<file path="config.mk">
export PLATFORM = sky130hd
export DESIGN_NAME = spacewire_link_init_fsm
export DESIGN_NICKNAME = d
export VERILOG_FILES = /design/src/rtl/swl_pkg.sv /design/src/rtl/swl_csr.sv /design/src/rtl/swl_core.sv /design/src/rtl/spacewire_link_init_fsm.sv
export VERILOG_INCLUDE_DIRS = /design/src /design/src/rtl
export SDC_FILE = /design/constraint.sdc
export NUM_CORES = 1
export LEC_CHECK = 0
export BUFFER_PORTS_ARGS = -buffer_cell sky130_fd_sc_hd__buf_4
export CAP_MARGIN = 20
export CORE_MARGIN = 1.5
export CORE_UTILIZATION = 35
export CTS_CLUSTER_DIAMETER = 100
export DETAILED_ROUTE_END_ITERATION = 6
export HOLD_SLACK_MARGIN = 0.05
export PLACE_DENSITY_LB_ADDON = 0.15
export SKIP_LAST_GASP = 1
export SLEW_MARGIN = 20
export SYNTH_ARGS = -nofsm -noshare
export SYNTH_HDL_FRONTEND = slang
export SYNTH_SLANG_ARGS = --single-unit
</file>
<file path="constraint.sdc">
create_clock -name clock -period 6.5 [get_ports clock]
set_clock_uncertainty 0.05 [all_clocks]
set_input_delay 0.325 -clock clock [delete_from_list [all_inputs] [get_ports clock]]
set_output_delay 0.325 -clock clock [all_outputs]
set_load 0.05 [all_outputs]
</file>
<file path="src/rtl/spacewire_link_init_fsm_defines.svh">
// Assertion macros for the link start-up top level.
`ifndef SPACEWIRE_LINK_INIT_FSM_DEFINES_SVH
`define SPACEWIRE_LINK_INIT_FSM_DEFINES_SVH

`ifndef ASSERT_OFF

// same-cycle implication
`define SWL_ASSERT_IMPLY(label, clk, rst, ante, cons) \
   label: assert property (@(posedge clk) disable iff (rst) (ante) |-> (cons)) \
      else $error("swl assertion failed");

// next-cycle implication
`define SWL_ASSERT_NEXT(label, clk, rst, ante, cons) \
   label: assert property (@(posedge clk) disable iff (rst) (ante) |=> (cons)) \
      else $error("swl assertion failed");

`else

`define SWL_ASSERT_IMPLY(label, clk, rst, ante, cons)
`define SWL_ASSERT_NEXT(label, clk, rst, ante, cons)

`endif

`endif

</file>
<file path="src/rtl/swl_pkg.sv">
`timescale 1ns / 1ps

package swl_pkg;

   localparam int CFG_W    = 16;
   localparam int LEN_W    = 16;
   localparam int TX_W     = CFG_W + LEN_W;
   localparam int CFG_IDX_W = 3;

   localparam logic [CFG_W-1:0] RESET_HOLD_RST  = CFG_W'(640);
   localparam logic [CFG_W-1:0] WAIT_HOLD_RST   = CFG_W'(1280);
   localparam logic [CFG_W-1:0] SILENCE_RST     = CFG_W'(1280);
   localparam logic [CFG_W-1:0] CHAR_PERIOD_RST = CFG_W'(5);
   localparam logic [CFG_W-1:0] TICKS_BYTE_RST  = CFG_W'(8);

   typedef enum logic [CFG_IDX_W-1:0] {
      CFG_RESET_HOLD     = 3'd0,
      CFG_WAIT_HOLD      = 3'd1,
      CFG_SILENCE        = 3'd2,
      CFG_CHAR_PERIOD    = 3'd3,
      CFG_TICKS_PER_BYTE = 3'd4
   } cfg_idx_type;

   typedef enum logic [2:0] {
      FN_TICK       = 3'd0,
      FN_NULL_RX    = 3'd1,
      FN_FCT_RX     = 3'd2,
      FN_PKT_RX     = 3'd3,
      FN_LINK_LOST  = 3'd4,
      FN_TX_START   = 3'd5,
      FN_LINK_START = 3'd6,
      FN_SHUTDOWN   = 3'd7
   } func_type;

   typedef enum logic [2:0] {
      LS_DOWN       = 3'd0,
      LS_ERESET     = 3'd1,
      LS_EWAIT      = 3'd2,
      LS_READY      = 3'd3,
      LS_STARTED    = 3'd4,
      LS_CONNECTING = 3'd5,
      LS_RUN        = 3'd6,
      LS_BUSY       = 3'd7
   } link_code_type;

   typedef enum logic [7:0] {
      ST_DOWN       = 8'b0000_0001,
      ST_ERESET     = 8'b0000_0010,
      ST_EWAIT      = 8'b0000_0100,
      ST_READY      = 8'b0000_1000,
      ST_STARTED    = 8'b0001_0000,
      ST_CONNECTING = 8'b0010_0000,
      ST_RUN        = 8'b0100_0000,
      ST_BUSY       = 8'b1000_0000
   } mode_type;

   typedef struct packed {
      logic [CFG_W-1:0] reset_hold;
      logic [CFG_W-1:0] wait_hold;
      logic [CFG_W-1:0] silence;
      logic [CFG_W-1:0] char_period;
      logic [CFG_W-1:0] ticks_per_byte;
   } cfg_type;

   typedef struct packed {
      func_type         func;
      logic             parity_bad;
      logic [LEN_W-1:0] byte_count;
   } item_type;

   typedef struct packed {
      link_code_type link_state;
      logic          send_null;
      logic          send_fct;
      logic          link_ready;
      logic          tx_done;
      logic          rx_accept;
      logic          tx_rejected;
      logic          error_notify;
   } result_type;

   function automatic link_code_type mode_code(input mode_type mode);
      link_code_type code;
      unique case (mode)
         ST_DOWN:       code = LS_DOWN;
         ST_ERESET:     code = LS_ERESET;
         ST_EWAIT:      code = LS_EWAIT;
         ST_READY:      code = LS_READY;
         ST_STARTED:    code = LS_STARTED;
         ST_CONNECTING: code = LS_CONNECTING;
         ST_RUN:        code = LS_RUN;
         ST_BUSY:       code = LS_BUSY;
         default:       code = LS_DOWN;
      endcase
      return code;
   endfunction

endpackage

</file>
<file path="src/rtl/swl_csr.sv">
`timescale 1ns / 1ps

module swl_csr import swl_pkg::*; (
   input  logic                 clock,
   input  logic                 reset,
   input  logic                 csr_we,
   input  logic [CFG_IDX_W-1:0] csr_index,
   input  logic [CFG_W-1:0]     csr_wdata,
   output cfg_type              cfg
);

   cfg_type cfg_ff;
   cfg_type cfg_in;

   always_comb begin
      cfg_in = cfg_ff;
      if (csr_we) begin
         unique case (cfg_idx_type'(csr_index))
            CFG_RESET_HOLD:     cfg_in.reset_hold     = csr_wdata;
            CFG_WAIT_HOLD:      cfg_in.wait_hold      = csr_wdata;
            CFG_SILENCE:        cfg_in.silence        = csr_wdata;
            CFG_CHAR_PERIOD:    cfg_in.char_period    = csr_wdata;
            CFG_TICKS_PER_BYTE: cfg_in.ticks_per_byte = csr_wdata;
            // writes past the last register are dropped
            default: ;
         endcase
      end
   end

   always_ff @(posedge clock) begin
      if (reset) begin
         cfg_ff.reset_hold     <= RESET_HOLD_RST;
         cfg_ff.wait_hold      <= WAIT_HOLD_RST;
         cfg_ff.silence        <= SILENCE_RST;
         cfg_ff.char_period    <= CHAR_PERIOD_RST;
         cfg_ff.ticks_per_byte <= TICKS_BYTE_RST;
      end else begin
         cfg_ff <= cfg_in;
      end
   end

   assign cfg = cfg_ff;

endmodule

</file>
<file path="src/rtl/swl_core.sv">
`timescale 1ns / 1ps

module swl_core import swl_pkg::*; (
   input  logic       clock,
   input  logic       reset,
   input  logic       step,
   input  item_type   item,
   input  cfg_type    cfg,
   output result_type result
);

   mode_type          mode_ff, mode_in;
   logic [CFG_W-1:0]  phase_ff, phase_in;
   logic [CFG_W-1:0]  char_ff, char_in;
   logic [TX_W-1:0]   tx_ff, tx_in;
   logic              silence_ff, silence_in;

   logic              phase_exp, char_exp, tx_exp;
   logic              go_ereset, go_silence;
   logic [TX_W-1:0]   tx_load;

   assign phase_exp = (phase_ff <= CFG_W'(1));
   assign char_exp  = (char_ff <= CFG_W'(1));
   assign tx_exp    = (tx_ff <= TX_W'(1));
   assign tx_load   = TX_W'(item.byte_count) * TX_W'(cfg.ticks_per_byte);

   always_comb begin
      mode_in    = mode_ff;
      phase_in   = phase_ff;
      char_in    = char_ff;
      tx_in      = tx_ff;
      silence_in = silence_ff;
      go_ereset  = 1'b0;
      go_silence = 1'b0;
      result     = '0;

      unique case (item.func)
         FN_TICK: begin
            unique case (mode_ff)
               ST_ERESET: begin
                  if (phase_exp) begin
                     if (silence_ff) begin
                        go_ereset = 1'b1;
                     end else begin
                        mode_in  = ST_EWAIT;
                        phase_in = cfg.wait_hold;
                     end
                  end else begin
                     phase_in = phase_ff - CFG_W'(1);
                  end
               end
               ST_EWAIT: begin
                  // ready is skipped on the way to started
                  if (phase_exp) begin
                     mode_in          = ST_STARTED;
                     phase_in         = cfg.wait_hold;
                     char_in          = cfg.char_period;
                     result.send_null = 1'b1;
                  end else begin
                     phase_in = phase_ff - CFG_W'(1);
                  end
               end
               ST_STARTED, ST_CONNECTING: begin
                  if (phase_exp) begin
                     go_ereset = 1'b1;
                  end else begin
                     phase_in = phase_ff - CFG_W'(1);
                     if (char_exp) begin
                        char_in = cfg.char_period;
                        if (mode_ff == ST_STARTED) begin
                           result.send_null = 1'b1;
                        end else begin
                           result.send_fct = 1'b1;
                        end
                     end else begin
                        char_in = char_ff - CFG_W'(1);
                     end
                  end
               end
               ST_BUSY: begin
                  if (tx_exp) begin
                     mode_in           = ST_RUN;
                     tx_in             = '0;
                     result.tx_done    = 1'b1;
                     result.link_ready = 1'b1;
                  end else begin
                     tx_in = tx_ff - TX_W'(1);
                  end
               end
               default: ;
            endcase
         end
         FN_NULL_RX: begin
            if (mode_ff == ST_STARTED) begin
               mode_in         = ST_CONNECTING;
               phase_in        = cfg.wait_hold;
               char_in         = cfg.char_period;
               result.send_fct = 1'b1;
            end else if (mode_ff == ST_READY) begin
               mode_in          = ST_STARTED;
               phase_in         = cfg.wait_hold;
               char_in          = cfg.char_period;
               result.send_null = 1'b1;
            end
         end
         FN_FCT_RX: begin
            if (mode_ff == ST_CONNECTING) begin
               mode_in           = ST_RUN;
               phase_in          = '0;
               char_in           = '0;
               result.link_ready = 1'b1;
            end
         end
         FN_PKT_RX: begin
            if (item.parity_bad) begin
               go_ereset           = 1'b1;
               result.error_notify = 1'b1;
            end else begin
               result.rx_accept = 1'b1;
            end
         end
         FN_LINK_LOST: begin
            go_ereset  = 1'b1;
            go_silence = 1'b1;
         end
         FN_TX_START: begin
            if (mode_ff == ST_RUN) begin
               mode_in = ST_BUSY;
               tx_in   = tx_load;
            end else begin
               result.tx_rejected = 1'b1;
            end
         end
         FN_LINK_START: begin
            if (mode_ff == ST_DOWN) begin
               go_ereset = 1'b1;
            end
         end
         FN_SHUTDOWN: begin
            mode_in    = ST_DOWN;
            phase_in   = '0;
            char_in    = '0;
            tx_in      = '0;
            silence_in = 1'b0;
         end
         default: ;
      endcase

      if (go_ereset) begin
         mode_in    = ST_ERESET;
         phase_in   = cfg.reset_hold;
         char_in    = '0;
         tx_in      = '0;
         silence_in = 1'b0;
      end
      // link loss holds off the restart for the silence time
      if (go_silence) begin
         phase_in   = cfg.silence;
         silence_in = 1'b1;
      end

      result.link_state = mode_code(mode_in);
   end

   always_ff @(posedge clock) begin
      if (reset) begin
         mode_ff    <= ST_DOWN;
         phase_ff   <= '0;
         char_ff    <= '0;
         tx_ff      <= '0;
         silence_ff <= 1'b0;
      end else if (step) begin
         mode_ff    <= mode_in;
         phase_ff   <= phase_in;
         char_ff    <= char_in;
         tx_ff      <= tx_in;
         silence_ff <= silence_in;
      end
   end

endmodule

</file>
<file path="src/rtl/spacewire_link_init_fsm.sv">
`timescale 1ns / 1ps
// Link start-up and transmit state machine for a SpaceWire-style link.
// Request channel (req_valid / req_stall): one event per beat in req_func,
// with req_parity_bad for packet receive and req_byte_count for transmit
// start. Response channel (rsp_valid / rsp_stall): exactly one beat per
// event, carrying the link state after the event and the per-event flags
// (send NULL, send FCT, link ready, tx done, rx accept, tx rejected,
// error notify).
// A request is taken into the event register, then its state update goes into
// the result register, which raises rsp_valid; a stalled response holds the
// event back. Throughput is one event per cycle while the response is not
// stalled; the event register and the result register let a new request in
// while a response still waits.
// A stalled response holds; req_stall rises only when both registers are
// full and the response is stalled.
// Configuration registers (csr_we / csr_index / csr_wdata) take effect on
// the next event; write them only while no event is in flight.
// Reset puts the link in down with all timers cleared and loads the
// default hold times and periods.
`include "spacewire_link_init_fsm_defines.svh"

module spacewire_link_init_fsm import swl_pkg::*; (
   input  logic                 clock,
   input  logic                 reset,
   input  logic                 csr_we,
   input  logic [CFG_IDX_W-1:0] csr_index,
   input  logic [CFG_W-1:0]     csr_wdata,
   input  logic                 req_valid,
   output logic                 req_stall,
   input  logic [2:0]           req_func,
   input  logic                 req_parity_bad,
   input  logic [LEN_W-1:0]     req_byte_count,
   output logic                 rsp_valid,
   input  logic                 rsp_stall,
   output logic [2:0]           rsp_link_state,
   output logic                 rsp_send_null,
   output logic                 rsp_send_fct,
   output logic                 rsp_link_ready,
   output logic                 rsp_tx_done,
   output logic                 rsp_rx_accept,
   output logic                 rsp_tx_rejected,
   output logic                 rsp_error_notify
);

   cfg_type    cfg;
   item_type   s1_item_ff, s1_item_in;
   logic       s1_valid_ff, s1_valid_in;
   result_type result;
   result_type rsp_ff, rsp_in;
   logic       rsp_valid_ff, rsp_valid_in;
   logic       rsp_hold;
   logic       advance;

   swl_csr u_csr (
      .clock     (clock),
      .reset     (reset),
      .csr_we    (csr_we),
      .csr_index (csr_index),
      .csr_wdata (csr_wdata),
      .cfg       (cfg)
   );

   swl_core u_core (
      .clock  (clock),
      .reset  (reset),
      .step   (advance),
      .item   (s1_item_ff),
      .cfg    (cfg),
      .result (result)
   );

   assign rsp_hold  = rsp_valid_ff & rsp_stall;
   assign advance   = s1_valid_ff & ~rsp_hold;
   assign req_stall = s1_valid_ff & rsp_hold;

   always_comb begin
      s1_valid_in = s1_valid_ff;
      s1_item_in  = s1_item_ff;
      if (!req_stall) begin
         s1_valid_in = req_valid;
         s1_item_in  = '{func: func_type'(req_func), parity_bad: req_parity_bad,
                         byte_count: req_byte_count};
      end
   end

   always_comb begin
      rsp_valid_in = rsp_valid_ff;
      rsp_in       = rsp_ff;
      if (!rsp_hold) begin
         rsp_valid_in = s1_valid_ff;
      end
      if (advance) begin
         rsp_in = result;
      end
   end

   always_ff @(posedge clock) begin
      if (reset) begin
         s1_valid_ff  <= 1'b0;
         rsp_valid_ff <= 1'b0;
      end else begin
         s1_valid_ff  <= s1_valid_in;
         rsp_valid_ff <= rsp_valid_in;
      end
   end

   always_ff @(posedge clock) begin
      s1_item_ff <= s1_item_in;
      rsp_ff     <= rsp_in;
   end

   assign rsp_valid        = rsp_valid_ff;
   assign rsp_link_state   = rsp_ff.link_state;
   assign rsp_send_null    = rsp_ff.send_null;
   assign rsp_send_fct     = rsp_ff.send_fct;
   assign rsp_link_ready   = rsp_ff.link_ready;
   assign rsp_tx_done      = rsp_ff.tx_done;
   assign rsp_rx_accept    = rsp_ff.rx_accept;
   assign rsp_tx_rejected  = rsp_ff.tx_rejected;
   assign rsp_error_notify = rsp_ff.error_notify;

   `SWL_ASSERT_IMPLY(a_done_back_in_run, clock, reset, rsp_valid && rsp_tx_done,
      rsp_link_state == LS_RUN && rsp_link_ready)
   `SWL_ASSERT_IMPLY(a_one_char, clock, reset, rsp_valid, !(rsp_send_null && rsp_send_fct))
   `SWL_ASSERT_IMPLY(a_notify_ereset, clock, reset, rsp_valid && rsp_error_notify,
      rsp_link_state == LS_ERESET)
   `SWL_ASSERT_IMPLY(a_reject_not_run, clock, reset, rsp_valid && rsp_tx_rejected,
      rsp_link_state != LS_RUN)
   `SWL_ASSERT_NEXT(a_event_reaches_rsp, clock, reset, s1_valid_ff && !rsp_hold, rsp_valid)

endmodule

</file>
# Yosys cells after proc, flatten, opt, wreduce, memory -nomap -nowiden
# Cells that the tools add are included.
# totals
reg_bits	185
word_cells	151
in_bits	44
# classes
addsub	3
n_eq_ne	38
bitwise	4
n_mul	1
n_mux	62
n_reduce_logical	17
n_lt_le_gt_ge	3
# ops
cell	count
16-bit two-way mux	15
32-bit two-way mux	4
16-bit case mux with 4 select lines	2
32-bit case mux with 3 select lines	1
8-bit two-way mux	9
16-bit case mux with 3 select lines	1
8-bit case mux with 5 select lines	1
16-bit by 1-bit <= comparator with 1-bit output (second input constant)	2
32-bit by 1-bit <= comparator with 1-bit output (second input constant)	1
16-bit by 16-bit multiplier with 32-bit output	1
16-bit case mux with 2 select lines	1
16-bit by 1-bit subtractor with 16-bit output (second input constant)	2
32-bit by 1-bit subtractor with 32-bit output (second input constant)	1
8-bit case mux with 3 select lines	1
3-bit case mux with 7 select lines	1
1-bit two-way mux	17
8-bit by 2-bit == test with 1-bit output (second input constant)	2
8-bit by 3-bit == test with 1-bit output (second input constant)	2
8-bit by 4-bit == test with 1-bit output (second input constant)	2
8-bit by 5-bit == test with 1-bit output (second input constant)	2
8-bit by 6-bit == test with 1-bit output (second input constant)	2
8-bit by 7-bit == test with 1-bit output (second input constant)	2
8-bit == test (second input constant)	2
3-bit == test (second input constant)	5
28 further kinds	49

# Logic depth before layout (Yosys ltp)
# Gate-level depths: netlist of the first run.
# logic_depth
ltp_word	7
depth_mapped	23
ltp_nobuf	21

# By module
# Synthesis of the first run repeated with hierarchy kept, for this count alone.
# unflattened
hier_cells	2076
area_unflattened_um2	17991.0
# by_module_without_submodules
mod	n_inst	area_each_um2	seq_area_each_um2	cells_each
swl_core	1	13818.3	1461.4	1745
swl_csr	1	3189.3	1601.5	292
spacewire_link_init_fsm	1	983.4	940.9	39

# Worst setup path before layout of the first run
# OpenSTA, ideal clock, no wires.
# synth_path
path_kind	register -> register
startpoint	reg u_csr.cfg_ff (netlist bit u_csr.cfg[7])
endpoint	reg u_core.tx_ff[30]
synth_period_minus_slack_ns	5.995
t_required_ns	6.362
arrival_time_ns	5.857
path_stages_with_launch	24
path_slack_ns	0.505
setup_ns	0.088
cell_sequence	dfxtp_1 clkbuf_1 clkbuf_1 nand2_1 fa_1 inv_1 fa_1 inv_1 fa_1 inv_1 fa_1 fa_1 inv_1 fa_1 inv_1 ha_1 and4_1 and3_1 a32oi_1 and2_1 a21oi_1 o311a_1 o21a_1 o31ai_1
# synth_via
elab_chain_cells	4
# synth_lines
item	line	rtl
start, declared	swl_csr.sv:12	cfg_type cfg_ff;
start signal, assigned	swl_csr.sv:38	cfg_ff <= cfg_in;
16-bit by 16-bit multiplier with 32-bit output	swl_core.sv:25	assign tx_load = TX_W'(item.byte_count) * TX_W'(cfg.ticks_per_byte);
32-bit two-way mux	swl_core.sv:127	if (mode_ff == ST_RUN) begin
32-bit case mux with 3 select lines	swl_core.sv:37	unique case (item.func)
32-bit two-way mux	swl_core.sv:149	if (go_ereset) begin
end signal, assigned	swl_core.sv:176	tx_ff <= tx_in;
end, declared	swl_core.sv:15	logic [TX_W-1:0] tx_ff, tx_in;
# No other way between the ends. The select of a mux whose other input is x is not followed.
# A chain may end at the register's enable or synchronous reset.

# Final worst setup path of the first run
# layout_path
startpoint	reg s1_item_ff[8] (netlist name)
endpoint	reg u_core.tx_ff[23]
# layout_via
elab_chain_cells	4
# layout_lines
item	line	rtl
start, declared	spacewire_link_init_fsm.sv:46	item_type s1_item_ff, s1_item_in;
start signal, assigned	spacewire_link_init_fsm.sv:108	s1_item_ff <= s1_item_in;
16-bit by 16-bit multiplier with 32-bit output	swl_core.sv:25	
32-bit two-way mux	swl_core.sv:127	
32-bit case mux with 3 select lines	swl_core.sv:37	
32-bit two-way mux	swl_core.sv:149	
# No other way between the ends. The select of a mux whose other input is x is not followed.

==> results.yml, run 1 <==
worst_setup_path:
  critical_path.max_fanout: 7
  r2r.worst_path.cells: 21
  worst_ep_required_time_ns: 6.83
  critical_path.endpoint_type: "flop"
  cp-start-kind: "flop"
  setup.worst_path.class: "reg2reg"
  crit_start: "s1_item_ff[8]$_DFFE_PN_"
  critical_path_arrival_ns: 6.62
  timing.rr.start: "s1_item_ff[8]$_DFFE_PN_"
  cp-endpoint: "u_core.tx_ff[23]$_SDFFE_PP0P_"
  setup.reg_to_reg.worst_slack_ns: 0.21
  timing.rr.end: "u_core.tx_ff[23]$_SDFFE_PP0P_"
placement:
  routabilityCongestion: 0.866
  placed_cells_incl_taps: 2855
  place.detailed.hpwl_mm: 40.7
  numPortBuffers: 55
finish:
  final-instance-count-excl-fill: 2936
  area_growth_syn_to_layout_pct: 13.1
  layout_commonest_cell: "sky130_fd_sc_hd__nand2_1"
  utilization_pct: 40.2
  register_area_um2: 4010
  multi_input_comb_area_um2: 12600
  nNetsFinal: 2598
  fillCellCount: 5079
  mostFrequentLayoutCells: "sky130_fd_sc_hd__nand2_1 (381), sky130_fd_sc_hd__inv_1 (249), sky130_fd_sc_hd__fa_1 (194)"
  drive_gt1_share_pct: 8.66
synthesis:
  synth_enable_flop_cells: 30
  avgSynthCellArea_um2: 8.19
  asyncSetResetFlopFracSynth_pct: 0
  synth_fp_nets: 2537
  synth_ff_type: "sky130_fd_sc_hd__dfxtp_1"
  ys_types: 82
  syn_inst: 2189
  synthesis.area_um2: 17900
  yosysSeqAreaShare_pct: 22.3
  postSynthRegisterBits: 185
  ys.warnings.count: 0
global_routing:
  global_route.overflow_total: 0
  grt_util_all_layers_pct: 21.0
  first_global_vias: 15300
  initial_antenna_violation_count: 1
  maximum_number_of_pins_on_one_net_before_global_route_repair: 81
  grt_first_pass_wirelength_mm: 86.2
sta:
  max_clock_freq_mhz: 159
  max_slew_margin_pct: 27.8
  finalSetupViolCount: 0
  hold_violations: 0
  setup_repair_after_global_routing_missed_its_margin: "yes"
  finalCriticalPeriod_ns: 6.29
  timing.final.crit_share_pct: 96.8
  finalMaxSlewViolations: 0
  tightest_slew_ns: 1.08
floorplanning:
  fp.coreArea_um2: 50400
  floorplan.die_area_um2: 52600
  die-height_um: 229
  floorplan.io_pins: 56
  placement_rows: 82
  effective_utilization_at_floorplan_pct: 35.6
  horizontal_extent_of_the_die_um: 229
power:
  register_share_of_total_power_pct: 35.0
  power.static_leakage_uw: 0.00889
  power_density_over_cell_area_nw_per_um2: 176
  power_frac_comb_pct: 32.2
  clock_power_share_pct: 32.7
  fin_total_pwr_uw: 3570
  power_switching_share_pct: 38.7
  internal_power_uw: 2190
  power.net_switching_uw: 1380
  power.ir.vdd_worst_uv: 209
clock_tree:
  clkSlewWorstSetupHoldPaths_ns: 0.10
  cts_made_buffers: 17
  clock_sink_count: 185
  tritoncts: "built"
  root_buffer: "sky130_fd_sc_hd__clkbuf_16"
  htree_levels: 4
  clk_path_buf_depth: 2
  clock_insertion_delay_worst_skew_ns: 0.51
route:
  drcViolationCount: 0
  postRouteAntennaNets: 0
  drt_first_pass_iters: 7
  via_per_inst: 5.19
  drt_iter0_drc: 1111
  dr_total_vias: 15200
  routed_wl_mm: 53.8
  avgRoutedWirePerCell_um: 18.3
run_status:
  run_status: "complete, no violations"
worst_hold_path:
  holdCritPathClass: "in2reg"
run:
  maxCapViolations: 0
## cell usage after synthesis, drive strengths merged (14+ instances only)
library cell,count,area share (%)
nor4,23,0.92
a211oi,22,0.98
and3,14,0.49
a21oi,184,5.1
xnor2,38,1.9
fa,194,22
buf,18,0.59
clkbuf,100,2.1
and2,123,4.3
dfxtp,155,17
a22oi,23,0.96
nand2,382,8.0
o21ai,73,2.0
nor2,116,2.4
nor3,46,1.3
edfxtp,30,5.0
ha,110,7.7
xor2,22,1.1
nand3,50,1.4
inv,249,5.2
## routing by layer
| layer | vias up | track usage, % | part of all wire (%) |
|---|---|---|---|
| met5 | - | 0 | 0 |
| met4 | 0 | 6.54 | 2.1 |
| met3 | 67 | 3.42 | 4.0 |
| met2 | 286 | 34.2 | 47 |
| met1 | 7486 | 28.3 | 47 |
| li1 | 7398 | - | - |
## flip-flops by register name, indices dropped and copies added (netlist names)
name               count
u_core.tx_ff          32
rsp_tx_rejected        1
u_core.phase_ff       16
rsp_rx_accept          1
rsp_send_null          1
s1_item_ff            20
u_core.char_ff        16
rsp_tx_done            1
u_core.silence_ff      1
rsp_send_fct           1
rsp_link_state         3
rsp_error_notify       1
u_csr.cfg             80
s1_valid_ff            1
u_core.mode_ff         8
rsp_link_ready         1
rsp_valid              1
## area by class of cell
class,count,area share [%]
Antenna cell,1,0.0123
Clock inverter,15,1.09
Tap cell,672,4.15
Multi-Input combinational cell,1637,61.9
Clock buffer,17,2.10
Sequential cell,185,19.8
Timing Repair Buffer,160,6.37
Inverter,249,4.61
## power by group through the flow
stage               Combinational (µW)  Sequential (µW)  Clock, µW
finish                            1150             1250       1170
global route                      1290             1260       1240
CTS                               1130             1260       1200
detailed placement                1100             1280          0
global placement                  1110             1280          0
floorplan                          789             1260          0
## cell families after synthesis
kind of cell	count (synthesis)	synth area share (%)
flip-flops	185	22.3
AND/OR/NAND/NOR	836	22.1
buffers and inverters	367	7.91
multiplexers	7	0.398
XOR/XNOR	60	2.93
adder cells (fa/ha/maj)	304	29.3
AO/OA/AOI/OAI	430	15.0
## per-stage QoR
stage	TNS [ns]	hold WS, ns	instance area, µm²	setup slack, ns
2_1_floorplan	0	0.374	17900	0.505
3_3_place_gp	0	0.390	19100	0.205
3_5_place_dp	0	0.394	19100	0.113
4_1_cts	0	0.0514	20100	0.0437
5_1_grt	-0.0821	0.0727	20300	-0.0576
6_report	0	0.0710	20300	0.206
## what timing repair did
item                                    4_1_cts  5_1_grt
resized for setup                             0       12
hold endpoints to repair                     48        0
hold buffers                                 31        0
buffers inserted                              0       17
endpoints found under the setup margin        0       10
## worst max-delay path: stages (launching register included)
cell                       delay, ns
sky130_fd_sc_hd__edfxtp_1       0.53
sky130_fd_sc_hd__buf_4          0.20
sky130_fd_sc_hd__buf_4          0.13
sky130_fd_sc_hd__nand2_1        0.07
sky130_fd_sc_hd__fa_1           0.52
sky130_fd_sc_hd__inv_1          0.07
sky130_fd_sc_hd__fa_1           0.49
sky130_fd_sc_hd__fa_1           0.59
sky130_fd_sc_hd__fa_1           0.44
sky130_fd_sc_hd__fa_1           0.50
sky130_fd_sc_hd__inv_1          0.07
sky130_fd_sc_hd__fa_1           0.48
sky130_fd_sc_hd__inv_1          0.04
sky130_fd_sc_hd__ha_1           0.35
sky130_fd_sc_hd__a21oi_1        0.17
sky130_fd_sc_hd__nand2_1        0.18
sky130_fd_sc_hd__nor3b_1        0.29
sky130_fd_sc_hd__a21oi_2        0.14
sky130_fd_sc_hd__a21boi_1       0.27
sky130_fd_sc_hd__o21ai_0        0.10
sky130_fd_sc_hd__o311ai_0       0.36
sky130_fd_sc_hd__nand3_1        0.12
## how the worst min path moves through the flow
stage                               start                          to  slack [ns]  depth (start not counted)
3_5_place_dp   u_csr.cfg[66]$_SDFFE_PP0P_  u_csr.cfg[66]$_SDFFE_PP0P_        0.39                          2
5_1_grt                     csr_wdata[12]  u_csr.cfg[60]$_SDFFE_PP0P_        0.07                          3
3_3_place_gp   u_csr.cfg[79]$_SDFFE_PP0P_  u_csr.cfg[79]$_SDFFE_PP0P_        0.39                          2
2_1_floorplan           req_byte_count[0]     s1_item_ff[0]$_DFFE_PN_        0.37                          0
6_report                     csr_wdata[7]  u_csr.cfg[71]$_SDFFE_PP1P_        0.07                          3
4_1_cts                     csr_wdata[12]  u_csr.cfg[76]$_SDFFE_PP0P_        0.05                          3
Note: power is estimated with default switching activity, not from simulation.
==> run 2, diff against run 1 <==
CORE_ASPECT_RATIO = 0.9   (was unset)
==> results.yml, run 2 (synthesized netlist as in run 1, its figures left out) <==
sta:
  finalSetupViolCount: 0
  setup_repair_after_global_routing_missed_its_margin: "no"
  finalCriticalPeriod_ns: 6.23
  tightest_slew_ns: 1.08
  max_slew_margin_pct: 27.7
  finalMaxSlewViolations: 0
  fin_tns_setup_ns: 0
  max_clock_freq_mhz: 160
  timing.final.crit_share_pct: 95.9
  hold_violations: 0
route:
  drt_iter0_drc: 995
  drt_first_pass_iters: 5
  routed_wl_mm: 53.9
  via_per_inst: 5.27
  drcViolationCount: 0
  postRouteAntennaNets: 0
  avgRoutedWirePerCell_um: 18.4
  dr_total_vias: 15400
finish:
  nNetsFinal: 2583
  area_growth_syn_to_layout_pct: 12.1
  diodes: 0
  drive_gt1_share_pct: 8.45
  mostFrequentLayoutCells: "sky130_fd_sc_hd__nand2_1 (380), sky130_fd_sc_hd__inv_1 (249), sky130_fd_sc_hd__fa_1 (194)"
  layout_commonest_cell: "sky130_fd_sc_hd__nand2_1"
  largest_register_ffs: 80
  final_area_um2: 20100
  final-instance-count-excl-fill: 2928
placement:
  routabilityCongestion: 0.881
  place.detailed.hpwl_mm: 40.3
  placed_cells_incl_taps: 2859
  numPortBuffers: 55
  placed_area_um2: 19100
power:
  power.net_switching_uw: 1300
  power.static_leakage_uw: 0.00879
  power_density_over_cell_area_nw_per_um2: 173
  power.ir.vdd_worst_uv: 226
  power_switching_share_pct: 37.5
  register_share_of_total_power_pct: 36.1
  fin_total_pwr_uw: 3480
  internal_power_uw: 2180
  power_frac_comb_pct: 33.6
  clock_power_share_pct: 30.3
global_routing:
  initial_antenna_violation_count: 1
  maximum_number_of_pins_on_one_net_before_global_route_repair: 84
  first_global_vias: 15500
  grt_first_pass_wirelength_mm: 87.7
  grt_util_all_layers_pct: 21.2
  global_route.overflow_total: 0
floorplanning:
  fp.coreArea_um2: 50500
  floorplan.io_pins: 56
  placement_rows: 78
  die-height_um: 218
  effective_utilization_at_floorplan_pct: 35.5
  horizontal_extent_of_the_die_um: 242
  floorplan.die_area_um2: 52600
worst_setup_path:
  crit_chain: "and2_4 > fa_1 > inv_1 > fa_1 > fa_1 > inv_1 > fa_1 > fa_1 > inv_1 > fa_1 > inv_1 > ha_1 > and3_2 > a22o_1 > a31oi_4 > and3_1 > a21oi_1 > o41ai_2 > mux2i_1 > o211ai_1"
  critical_path.n_buffers_inverters: 4
  critical_path.max_fanout: 8
  worst_ep_required_time_ns: 6.81
  setup.worst_path.class: "reg2reg"
  critical_path_arrival_ns: 6.54
  cp_slowest_cell: "sky130_fd_sc_hd__edfxtp_1"
  cpMostUsedCell: "sky130_fd_sc_hd__fa_1"
  cp-start-kind: "flop"
  cp_top_family: "adder cells"
  critical_path.endpoint_type: "flop"
  slowest_delay_ns: 0.55
clock_tree:
  clock_insertion_delay_worst_skew_ns: 0.49
  clk_path_buf_depth: 2
  tritoncts: "built"
  root_buffer: "sky130_fd_sc_hd__clkbuf_16"
  cts_made_buffers: 17
  clock_sink_count: 185
  htree_levels: 4
  clkSlewWorstSetupHoldPaths_ns: 0.08
run:
  maxCapViolations: 0
run_status:
  run_status: "complete, no violations"
worst_hold_path:
  holdCritPathClass: "in2reg"
-- run 2: power by group through the flow --
stage | sequential [µW] | combinational [µW] | clock (µW)
floorplan | 1260 | 789 | 0
CTS | 1260 | 1150 | 1080
detailed placement | 1290 | 1120 | 0
global route | 1260 | 1300 | 1120
global placement | 1290 | 1120 | 0
finish | 1260 | 1170 | 1050
-- run 2: cell type report --
cell class / instances / area (µm²)
tap: 680 / 851
fill: 5128 / 30400
clock buffer: 20 / 437
sequential: 185 / 4020
timing repair buffer: 145 / 1180
inverter: 249 / 935
multi-input combinational: 1637 / 12600
clock inverter: 12 / 115
-- run 2: worst reg2reg max path, stage by stage (launching register included) --
cell and delay (ns):
sky130_fd_sc_hd__edfxtp_1 0.55, sky130_fd_sc_hd__and2_4 0.24, sky130_fd_sc_hd__fa_1 0.51, sky130_fd_sc_hd__inv_1 0.06, sky130_fd_sc_hd__fa_1 0.49, sky130_fd_sc_hd__fa_1 0.54
sky130_fd_sc_hd__inv_1 0.07, sky130_fd_sc_hd__fa_1 0.45, sky130_fd_sc_hd__fa_1 0.52, sky130_fd_sc_hd__inv_1 0.06, sky130_fd_sc_hd__fa_1 0.48, sky130_fd_sc_hd__inv_1 0.04
sky130_fd_sc_hd__ha_1 0.34, sky130_fd_sc_hd__and3_2 0.27, sky130_fd_sc_hd__a22o_1 0.27, sky130_fd_sc_hd__a31oi_4 0.18, sky130_fd_sc_hd__and3_1 0.23, sky130_fd_sc_hd__a21oi_1 0.11
sky130_fd_sc_hd__o41ai_2 0.31, sky130_fd_sc_hd__mux2i_1 0.24, sky130_fd_sc_hd__o211ai_1 0.11
-- run 2: final timing paths --
kind / start / endpoint / cells after the start / slack [ns]
setup / recovery: s1_item_ff[12]$_DFFE_PN_ / u_core.tx_ff[28]$_SDFFE_PP0P_ / 20 / 0.27
hold / removal: csr_wdata[2] / u_csr.cfg[34]$_SDFFE_PP0P_ / 3 / 0.07
setup reg to reg: s1_item_ff[12]$_DFFE_PN_ / u_core.tx_ff[28]$_SDFFE_PP0P_ / 20 / 0.27
hold reg to reg: u_csr.cfg[72]$_SDFFE_PP0P_ / u_csr.cfg[72]$_SDFFE_PP0P_ / 2 / 0.40
-- run 2: layer usage --
layer,track usage (%),up-vias,wire length (µm)
met1,31.1,7626,26900
met4,4.44,0,527
met5,0,-,0
met2,32.7,398,23800
li1,-,7374,-
met3,3.40,46,2630
-- run 2: through the flow --
stage	utilization, %	hold WS (ns)	worst slack (ns)
global placement	37.9	0.390	0.0457
floorplan	-	0.374	0.505
global route	39.8	0.0538	0.00591
detailed placement	37.9	0.396	-0.0155
finish	39.8	0.0749	0.268
CTS	39.6	0.0500	0.110
-- run 2: what timing repair did --
item | CTS | global route
gates resized for setup | 1 | 22
endpoints found under the hold margin | 35 | 0
setup buffers | 2 | 9
endpoints found under the setup margin | 1 | 10
hold buffers | 26 | 0
==> run 3, diff against run 2 <==
CTS_CLUSTER_SIZE = 10   (was unset)
MAX_ROUTING_LAYER = met4   (was unset)
==> results.yml, run 3 (synthesized netlist as in run 1, its figures left out) <==
run_status:
  run_status: "complete, no violations"
route:
  dr_total_vias: 15500
  via_per_inst: 5.28
  drt_iter0_drc: 1133
  avgRoutedWirePerCell_um: 18.4
  drt_first_pass_iters: 6
  drcViolationCount: 0
  routed_wl_mm: 53.8
  postRouteAntennaNets: 0
power:
  power.ir.vdd_worst_uv: 223
  clock_power_share_pct: 30.1
  internal_power_uw: 2180
  fin_total_pwr_uw: 3470
  power_switching_share_pct: 37.4
  power_frac_comb_pct: 33.7
  power.net_switching_uw: 1300
  power.static_leakage_uw: 0.00879
  register_share_of_total_power_pct: 36.1
  power_density_over_cell_area_nw_per_um2: 173
global_routing:
  grt_util_all_layers_pct: 21.8
  initial_antenna_violation_count: 1
  maximum_number_of_pins_on_one_net_before_global_route_repair: 84
  grt_first_pass_wirelength_mm: 87.7
  first_global_vias: 15500
  global_route.overflow_total: 0
finish:
  diodes: 0
  fillCellCount: 5128
  nNetsFinal: 2583
  drive_gt1_share_pct: 8.45
  area_growth_syn_to_layout_pct: 12.1
  mostFrequentLayoutCells: "sky130_fd_sc_hd__nand2_1 (380), sky130_fd_sc_hd__inv_1 (249), sky130_fd_sc_hd__fa_1 (194)"
  multi_input_comb_area_um2: 12600
  layout_commonest_cell: "sky130_fd_sc_hd__nand2_1"
  register_area_um2: 4020
  largest_register_ffs: 80
placement:
  pre_cts_ws_ns: -0.0155
  numPortBuffers: 55
  place.detailed.hpwl_mm: 40.3
  routabilityCongestion: 0.896
clock_tree:
  clock_insertion_delay_worst_skew_ns: 0.49
  root_buffer: "sky130_fd_sc_hd__clkbuf_16"
  clkSlewWorstSetupHoldPaths_ns: 0.08
  tritoncts: "built"
  clock_sink_count: 185
  htree_levels: 4
  clk_path_buf_depth: 2
  cts_made_buffers: 17
sta:
  tightest_slew_ns: 1.11
  timing.final.crit_share_pct: 95.9
  postLayoutSetupSlackWorst_ns: 0.267
  finalCriticalPeriod_ns: 6.23
  hold_violations: 0
  max_clock_freq_mhz: 160
  finalSetupViolCount: 0
  setup_repair_after_global_routing_missed_its_margin: "no"
  finalMaxSlewViolations: 0
  max_slew_margin_pct: 26.0
worst_setup_path:
  cp-endpoint: "u_core.tx_ff[28]$_SDFFE_PP0P_"
  cpMostUsedCell: "sky130_fd_sc_hd__fa_1"
  critical_path.endpoint_type: "flop"
  cp-start-kind: "flop"
  setup.worst_path.class: "reg2reg"
  slowest_delay_ns: 0.54
  worst-path-stages: 21
  worst_ep_required_time_ns: 6.81
  setup.reg_to_reg.worst_slack_ns: 0.27
  crit_chain: "buf_4 > and2_1 > fa_1 > inv_1 > fa_1 > fa_1 > inv_1 > fa_1 > fa_1 > inv_1 > fa_1 > inv_1 > ha_1 > and3_2 > a22o_1 > a31oi_4 > and3_1 > a21oi_1 > o41ai_2 > mux2i_1 > o211ai_1"
  critical_path.n_buffers_inverters: 5
  timing.rr.end: "u_core.tx_ff[28]$_SDFFE_PP0P_"
  crit_start: "s1_item_ff[11]$_DFFE_PN_"
  cp_top_family: "adder cells"
  r2r.worst_path.cells: 21
  timing.rr.start: "s1_item_ff[11]$_DFFE_PN_"
  cp_slowest_cell: "sky130_fd_sc_hd__fa_1"
  critical_path_arrival_ns: 6.54
  critical_path.max_fanout: 6
floorplanning:
  floorplan.die_area_um2: 52600
  floorplan.io_pins: 56
  placement_rows: 78
  fp.coreArea_um2: 50500
  horizontal_extent_of_the_die_um: 242
  die-height_um: 218
  effective_utilization_at_floorplan_pct: 35.5
run:
  maxCapViolations: 0
worst_hold_path:
  holdCritPathClass: "in2reg"
-- run 3: final cells by class --
| class | instances | area share [%] |
|---|---|---|
| Clock buffer | 20 | 2.17 |
| Clock inverter | 12 | 0.573 |
| Inverter | 249 | 4.65 |
| Multi-Input combinational cell | 1637 | 62.5 |
| Sequential cell | 185 | 20.0 |
| Tap cell | 680 | 4.23 |
| Timing Repair Buffer | 145 | 5.86 |
-- run 3: worst reg2reg max path: cells and delay by family (launching register included) --
kind / cells / cell delay, ns
adders and majority gates: 7 / 3.31
AOI/OAI and AO/OA: 5 / 0.99
and+or+nand+nor: 3 / 0.66
DFF: 1 / 0.44
buffers and inverters: 5 / 0.41
muxes: 1 / 0.24
-- run 3: timing repair --
item	4_1_cts	5_1_grt
hold buffers	26	0
resized for setup	1	22
cloned	0	0
hold endpoints to repair	35	0
setup endpoints to repair	1	10
setup buffers	2	9
-- run 3: how the worst min path moves through the flow --
stage                                     from                    endpoint  depth (start not counted)
global route                      csr_wdata[2]  u_csr.cfg[34]$_SDFFE_PP0P_                          3
detailed placement  u_csr.cfg[65]$_SDFFE_PP0P_  u_csr.cfg[65]$_SDFFE_PP0P_                          2
floorplan                    req_byte_count[0]     s1_item_ff[0]$_DFFE_PN_                          0
global placement    u_csr.cfg[76]$_SDFFE_PP0P_  u_csr.cfg[76]$_SDFFE_PP0P_                          2
CTS                               csr_wdata[2]  u_csr.cfg[50]$_SDFFE_PP0P_                          3
finish                            csr_wdata[1]  u_csr.cfg[49]$_SDFFE_PP0P_                          3
-- run 3: metal layers --
layer | global-route usage, % | vias up | wire length (µm)
met5 | - | - | 0
met4 | 4.63 | 0 | 588
met3 | 3.14 | 46 | 2660
met2 | 32.7 | 418 | 23800
met1 | 31.2 | 7618 | 26800
li1 | - | 7376 | -
-- run 3: power groups by stage --
| stage | sequential (µW) | combinational, µW | clock, µW |
|---|---|---|---|
| 2_1_floorplan | 1260 | 789 | 0 |
| 3_3_place_gp | 1290 | 1120 | 0 |
| 3_5_place_dp | 1290 | 1120 | 0 |
| 4_1_cts | 1260 | 1150 | 1080 |
| 5_1_grt | 1260 | 1300 | 1120 |
| 6_report | 1260 | 1170 | 1050 |
-- run 3: through the flow --
| stage | hold WS, ns | TNS, ns | std cells | instance area (µm²) | utilization, % |
|---|---|---|---|---|---|
| floorplan | 0.374 | 0 | 2189 | 17900 | - |
| global placement | 0.390 | 0 | 2859 | 19100 | 37.9 |
| detailed placement | 0.396 | -0.0155 | 2859 | 19100 | 37.9 |
| CTS | 0.0500 | 0 | 2919 | 20000 | 39.6 |
| global route | 0.0556 | 0 | 2928 | 20100 | 39.8 |
| finish | 0.0810 | 0 | 2928 | 20100 | 39.8 |
